==> src/rtl/core/ipban_pkg.sv <==
`timescale 1ns / 1ps
`default_nettype none

package ipban_pkg;

    localparam int ENTRIES = 64;
    localparam int IDX_W = $clog2(ENTRIES);
    localparam int CNT_W = IDX_W + 1;

    localparam logic [31:0] MASK24 = 32'hFFFF_FF00;
    localparam logic [31:0] MASK16 = 32'hFFFF_0000;
    localparam logic [30:0] PERMANENT = 31'h7FFF_FFFF;
    localparam logic [5:0] SECS_PER_MIN = 6'd60;

    typedef enum logic [2:0] {
        OP_INSERT = 3'd0,
        OP_LOOKUP_IP = 3'd1,
        OP_LOOKUP_KEY = 3'd2,
        OP_LOOKUP_ID = 3'd3,
        OP_PURGE = 3'd4
    } opcode_t;

    typedef struct packed {
        logic [3:0] flags;
        logic [31:0] address;
        logic [31:0] key;
        logic [30:0] start;
        logic [30:0] penalty;
        logic [3:0] why;
        logic [31:0] stamp;
    } entry_t;

    typedef struct packed {
        logic ins_match;
        logic lk_match;
        logic expired;
        logic [31:0] age;
        logic [30:0] remaining;
    } eval_t;

endpackage

`default_nettype wire

==> src/rtl/core/ipban_eval.sv <==
`timescale 1ns / 1ps
`default_nettype none

module ipban_eval (
    input  ipban_pkg::entry_t row,
    input  logic [2:0]        op,
    input  logic [30:0]       now,
    input  logic [31:0]       ip_address,
    input  logic [31:0]       reg_key,
    input  logic [3:0]        ban_flags,
    input  logic [31:0]       default_counter,
    input  logic [31:0]       stamp_count,
    output ipban_pkg::eval_t  result
);
    import ipban_pkg::*;

    logic signed [33:0] left;
    logic live;
    logic addr_ok;
    logic key_ok;

    always_comb
    begin
        left = $signed({3'b000, row.penalty}) - $signed({3'b000, now})
             + $signed({3'b000, row.start});
        live = !left[33] && (left != 34'sd0);
        if (row.flags[1])
        begin
            addr_ok = (ip_address & MASK24) == (row.address & MASK24);
        end
        else if (row.flags[2])
        begin
            addr_ok = (ip_address & MASK16) == (row.address & MASK16);
        end
        else
        begin
            addr_ok = (ip_address == row.address)
                   && (row.key == 32'd0 || row.key == default_counter);
        end
        key_ok = (reg_key == row.key);
        result.lk_match = 1'b0;
        if (live && row.flags[0] == ban_flags[0])
        begin
            case (op)
                OP_LOOKUP_IP:  result.lk_match = addr_ok;
                OP_LOOKUP_KEY: result.lk_match = !row.flags[3] && key_ok;
                OP_LOOKUP_ID:  result.lk_match = row.flags[3] && key_ok;
                default:       result.lk_match = 1'b0;
            endcase
        end
        result.ins_match = (row.flags == ban_flags) && (row.address == ip_address)
                        && key_ok;
        result.expired = !live;
        result.age = stamp_count - row.stamp;
        result.remaining = (left > $signed({3'b000, PERMANENT})) ? PERMANENT : left[30:0];
    end

endmodule

`default_nettype wire

==> config.mk <==
export PLATFORM = sky130hd
export DESIGN_NAME = ipban_eval
export DESIGN_NICKNAME = d
export VERILOG_FILES = /design/src/rtl/core/ipban_pkg.sv /design/src/rtl/core/ipban_eval.sv
export SDC_FILE = /design/constraint.sdc
export NUM_CORES = 1
export LEC_CHECK = 0
export ABC_AREA = 1
export BUFFER_PORTS_ARGS = -buffer_cell sky130_fd_sc_hd__buf_4
export CORE_AREA = 2 2 154 156
export DETAILED_ROUTE_END_ITERATION = 10
export DIE_AREA = 0 0 156 158
export SYNTH_ARGS = -nofsm -noshare
export SYNTH_HDL_FRONTEND = slang
export SYNTH_SLANG_ARGS = --single-unit
==> constraint.sdc <==
create_clock -name vclk -period 5.6
set_clock_uncertainty 0.1 [all_clocks]
set_input_delay 0.56 -clock vclk [all_inputs]
set_output_delay 0.56 -clock vclk [all_outputs]
set_load 0.01 [all_outputs]
; Word level (Yosys, flattened, before mapping)
; Cells that the tools add are included.
[word_totals]
regBits = 0
latch_bits = 0
ramBits = 0
rom_bits = 0
inputBits = 332
output_inout_bits = 66
elab_cells = 33
memories = 0
[op_classes]
add_sub_neg = 3
n_mul = 0
div = 0
magnitude_cmp = 1
eq_ne = 11
shifts = 0
muxes = 5
n_bitwise = 0
n_reduce_logical = 13
[op_table]
columns = cell, n
row1 = 32-bit == test, 4
row2 = 34-bit nonzero test, 1
row3 = 32-bit by 32-bit adder with 33-bit output, 1
row4 = "33-bit by 32-bit greater-than comparator with 1-bit output, second input constant", 1
row5 = 32-bit logical NOT, 1
row6 = 31-bit by 31-bit subtractor with 32-bit output, 1
row7 = 32-bit subtractor, 1
row8 = 31-bit 2-to-1 mux, 1
row9 = 24-bit == test, 1
row10 = 16-bit == test, 1
row11 = 1-bit logical AND, 7
row12 = "3-bit by 2-bit == test with 1-bit output, second input constant", 2
row13 = 4-bit == test, 1
row14 = "3-bit by 1-bit == test with 1-bit output, second input constant", 1
row15 = 1-bit logical NOT, 3
row16 = 1-bit 2-to-1 mux, 3
row17 = 1-bit case mux with 3 select lines, 1
row18 = 1-bit == test, 1
row19 = 1-bit logical OR, 1

; Longest topological paths before layout
[depth]
depth_word = 7
mapped_depth = 28
ltp_nobuf = 28

; Worst setup path before layout
; Ideal clock, no wire load.
[synth_path]
path_type = in2out
startpoint = input row[36] (netlist name)
endpoint = output result[64] (netlist name)
t_arrival_ns = 3.736
required_ns = 4.940
slack_ns = 1.204
path_stages = 25
path_buffers = 0
cell_sequence = inv_1 > ha_1 > fa_1 > o21ai_2 > a21oi_2 > o21bai_1 > a21oi_2 > o21ai_1 > a21oi_1 > xnor2_1 > ha_1 > nand2_1 > nor2_2 > inv_2 > nor2_2 > and2_1 > nand2_1 > nand2_1 > nand2_1 > nand2_1 > nand2_1 > nor2_1 > nand4_1 > nand2_1 > nor2_1
[synth_rtl]
columns = item, line_no
row1 = "start, declared", ipban_eval.sv:5  ; input ipban_pkg::entry_t row,
row2 = "end, declared", ipban_eval.sv:13  ; output ipban_pkg::eval_t result

==> flow_summary.ini <==
[routing]
routed_wl_mm = 31.9
drc = 0
vias = 10200
drtIter0Drc = 381
wl_per_cell_um = 14.9
dr.pass1.iters = 5
postRouteAntennaNets = 0
via_per_inst = 4.76

[setup_path]
path_class = in2out
crit_start = row[36]
required_ns = 4.94
critPathArrivalTime_ns = 4.66
critical_path_peak_fanout = 31
end_kind = primary output
crit_chain = buf_4 > inv_1 > ha_1 > fa_1 > o21ai_2 > a21oi_2 > o21bai_1 > a21oi_2 > o21ai_1 > a21oi_1 > xnor2_1 > ha_1 > nand2_1 > nor2_2 > inv_2 > nor2_2 > and2_1 > nand2_1 > nand2_1 > nand2_1 > nand3_2 > buf_4 > nand3_1 > buf_4
slowest_delay_ns = 0.42
crit_top_cell = nand2_1
crit_end = result[20]
cp-start-kind = input port
cp_slowest_cell = fa_1

[floorplan]
core_um2 = 23100
pin_count = 398
die_h_um = 158
rows = 56
initial_utilization_pct = 34.0
die_width_um = 156
dieArea_um2 = 24600

[placed_design]
hpwl_mm = 29.6
gp_congestion = 0.913
io_buffers = 394

[timing]
finalCritPeriodShare_pct = 94.9
grt_setup_unrepaired = false
fin_setup_tns_ns = 0
slew_headroom_pct = 48.8
final-setup-viol-count = 0
post-route-min-period_ns = 5.32
hold_violations = 0
tightest_slew_ns = 0.761
final_max_slew_viol_count = 0
fmax_mhz = 188

[synth]
synth_top_family_by_area = simple AND/OR/NAND/NOR gates
synth_xor_area_share_pct = 14.9
syn-cell-area_um2 = 7830
muxShareOfSynthArea_pct = 0
yosysWarningCount = 0
yosysSeqAreaShare_pct = 0
synth_nets = 1885
yosys.area_share.simple_pct = 42.3
synthAdderAreaFrac_pct = 15.8
synth_cells = 1456
synth_cell_type_count = 46
synth_compound_area_share_pct = 13.1
avgSynthCellArea_um2 = 5.38

[layout]
seq_area_um2 = 0
drive_above_1_share_pct = 25.2
layout_commonest_cell = nand2_1
fin_util_pct = 48.4
multi_input_comb_area_um2 = 6740
syn_to_final_growth_pct = 42.4
num-nets-final = 2279
n_fill_cell = 2547
num-clock-buffers = 0
nFlopsAndLatches = 0
final_cell_mix = 460 x nand2_1, 395 x buf_4, 278 x inv_1, 98 x nor2_1, 96 x a21oi_1

[power]
power.share.combinational_pct = 100.0
clkPwrFrac_pct = 0
internal-power_mw = 0.836
p_seq_share_pct = 0
switching_share_pct = 58.0
peakVddDrop_uv = 83.3
pwr_density_cell_nw_per_um2 = 178
leakagePower_nw = 6.47
p_sw_mw = 1.15

[min_path]
hold_class = in2out

[global_route]
top_usage_layer = met2
grt_pass1_vias = 9888
grtUsageMet3_pct = 4.35
grt_max_degree = 32
gr-usage-all-layers_pct = 24.4
grt_use_met2_pct = 46.9
grt_use_met1_pct = 27.0
grt_pass1_wl_mm = 48.4
gr-total-overflow = 0
grt_antenna_before_repair = 3

[outcome]
status = complete, no violations

[cts]
hold_buffers = 0
post_cts_buffers = 0

[job]
max_cap_violations = 0
power by group through the flow:
stage | logic (mW) | registers [mW] | clock network [mW]
3_3_place_gp | 1.98 | 0 | 0
2_1_floorplan | 1.19 | 0 | 0
3_5_place_dp | 1.99 | 0 | 0
6_report | 1.99 | 0 | 0.0000000720
4_1_cts | 2.00 | 0 | 0
5_1_grt | 2.22 | 0 | 0.0000000718
final cells by class:
class                           instances  share of cell area, %
Antenna cell                            3                 0.0673
Inverter                              286                   9.63
Multi-Input combinational cell       1167                   60.5
Tap cell                              290                   3.25
Timing Repair Buffer                  395                   26.6
worst min path at each step:
stage             from          to  slack, ns  cells past startpoint
2_1_floorplan    op[2]  result[64]       1.16                      3
3_3_place_gp   row[67]   result[0]       1.43                      5
3_5_place_dp     op[2]  result[64]       1.42                      5
4_1_cts          op[2]  result[64]       1.43                      5
5_1_grt        row[67]   result[0]       1.46                      5
6_report         op[2]  result[64]       1.42                      5
cell families after synthesis:
logic type / count (synthesis)
adder cells (fa/ha/maj): 97
AND/OR/NAND/NOR: 763
XOR/XNOR: 133
buffers and inverters: 289
AO/OA/AOI/OAI: 174
metal layers:
metal / vias up / part of all wire (%) / wire length (µm)
met5: - / 0 / 0
met2: 296 / 50 / 16000
met3: 56 / 6.5 / 2070
met4: 0 / 3.5 / 1120
li1: 5416 / - / -
met1: 4415 / 40 / 12700
stage by stage:
stage	cells	total power, mW	hold WS (ns)	area [µm²]	setup slack, ns
floorplan	1456	1.19	1.16	7830	1.20
global route	2141	2.22	1.46	11200	0.0316
CTS	2138	2.00	1.43	11100	0.263
finish	2141	1.99	1.42	11200	0.284
detailed placement	2138	1.99	1.42	11100	0.278
global placement	2138	1.98	1.43	11100	0.268
critical path: cells and delay by family:
family	cells	cell delay, ns
compound gates	6	1.18
xor+xnor	1	0.14
fa+ha+maj	3	1.02
buf+inv	5	0.66
simple gates	9	1.09
cells in the mapped netlist (19+ instances only):
cell type	count	area, µm²
nand4_1	28	175
nor4_1	19	119
nor2_1	98	368
nand2_1	460	1730
o21ai_0	23	115
xor2_1	51	447
ha_1	94	1180
or2_2	23	144
nand3_1	77	385
a21oi_1	96	480
xnor2_1	82	718
inv_1	278	1040
what timing repair did:
| action | CTS | global route |
|---|---|---|
| gates resized for setup | 0 | 1 |
| endpoints found under the hold margin | 0 | 0 |
| endpoints found under the setup margin | 0 | 4 |
No activity file was read; power rests on OpenSTA's default activity.
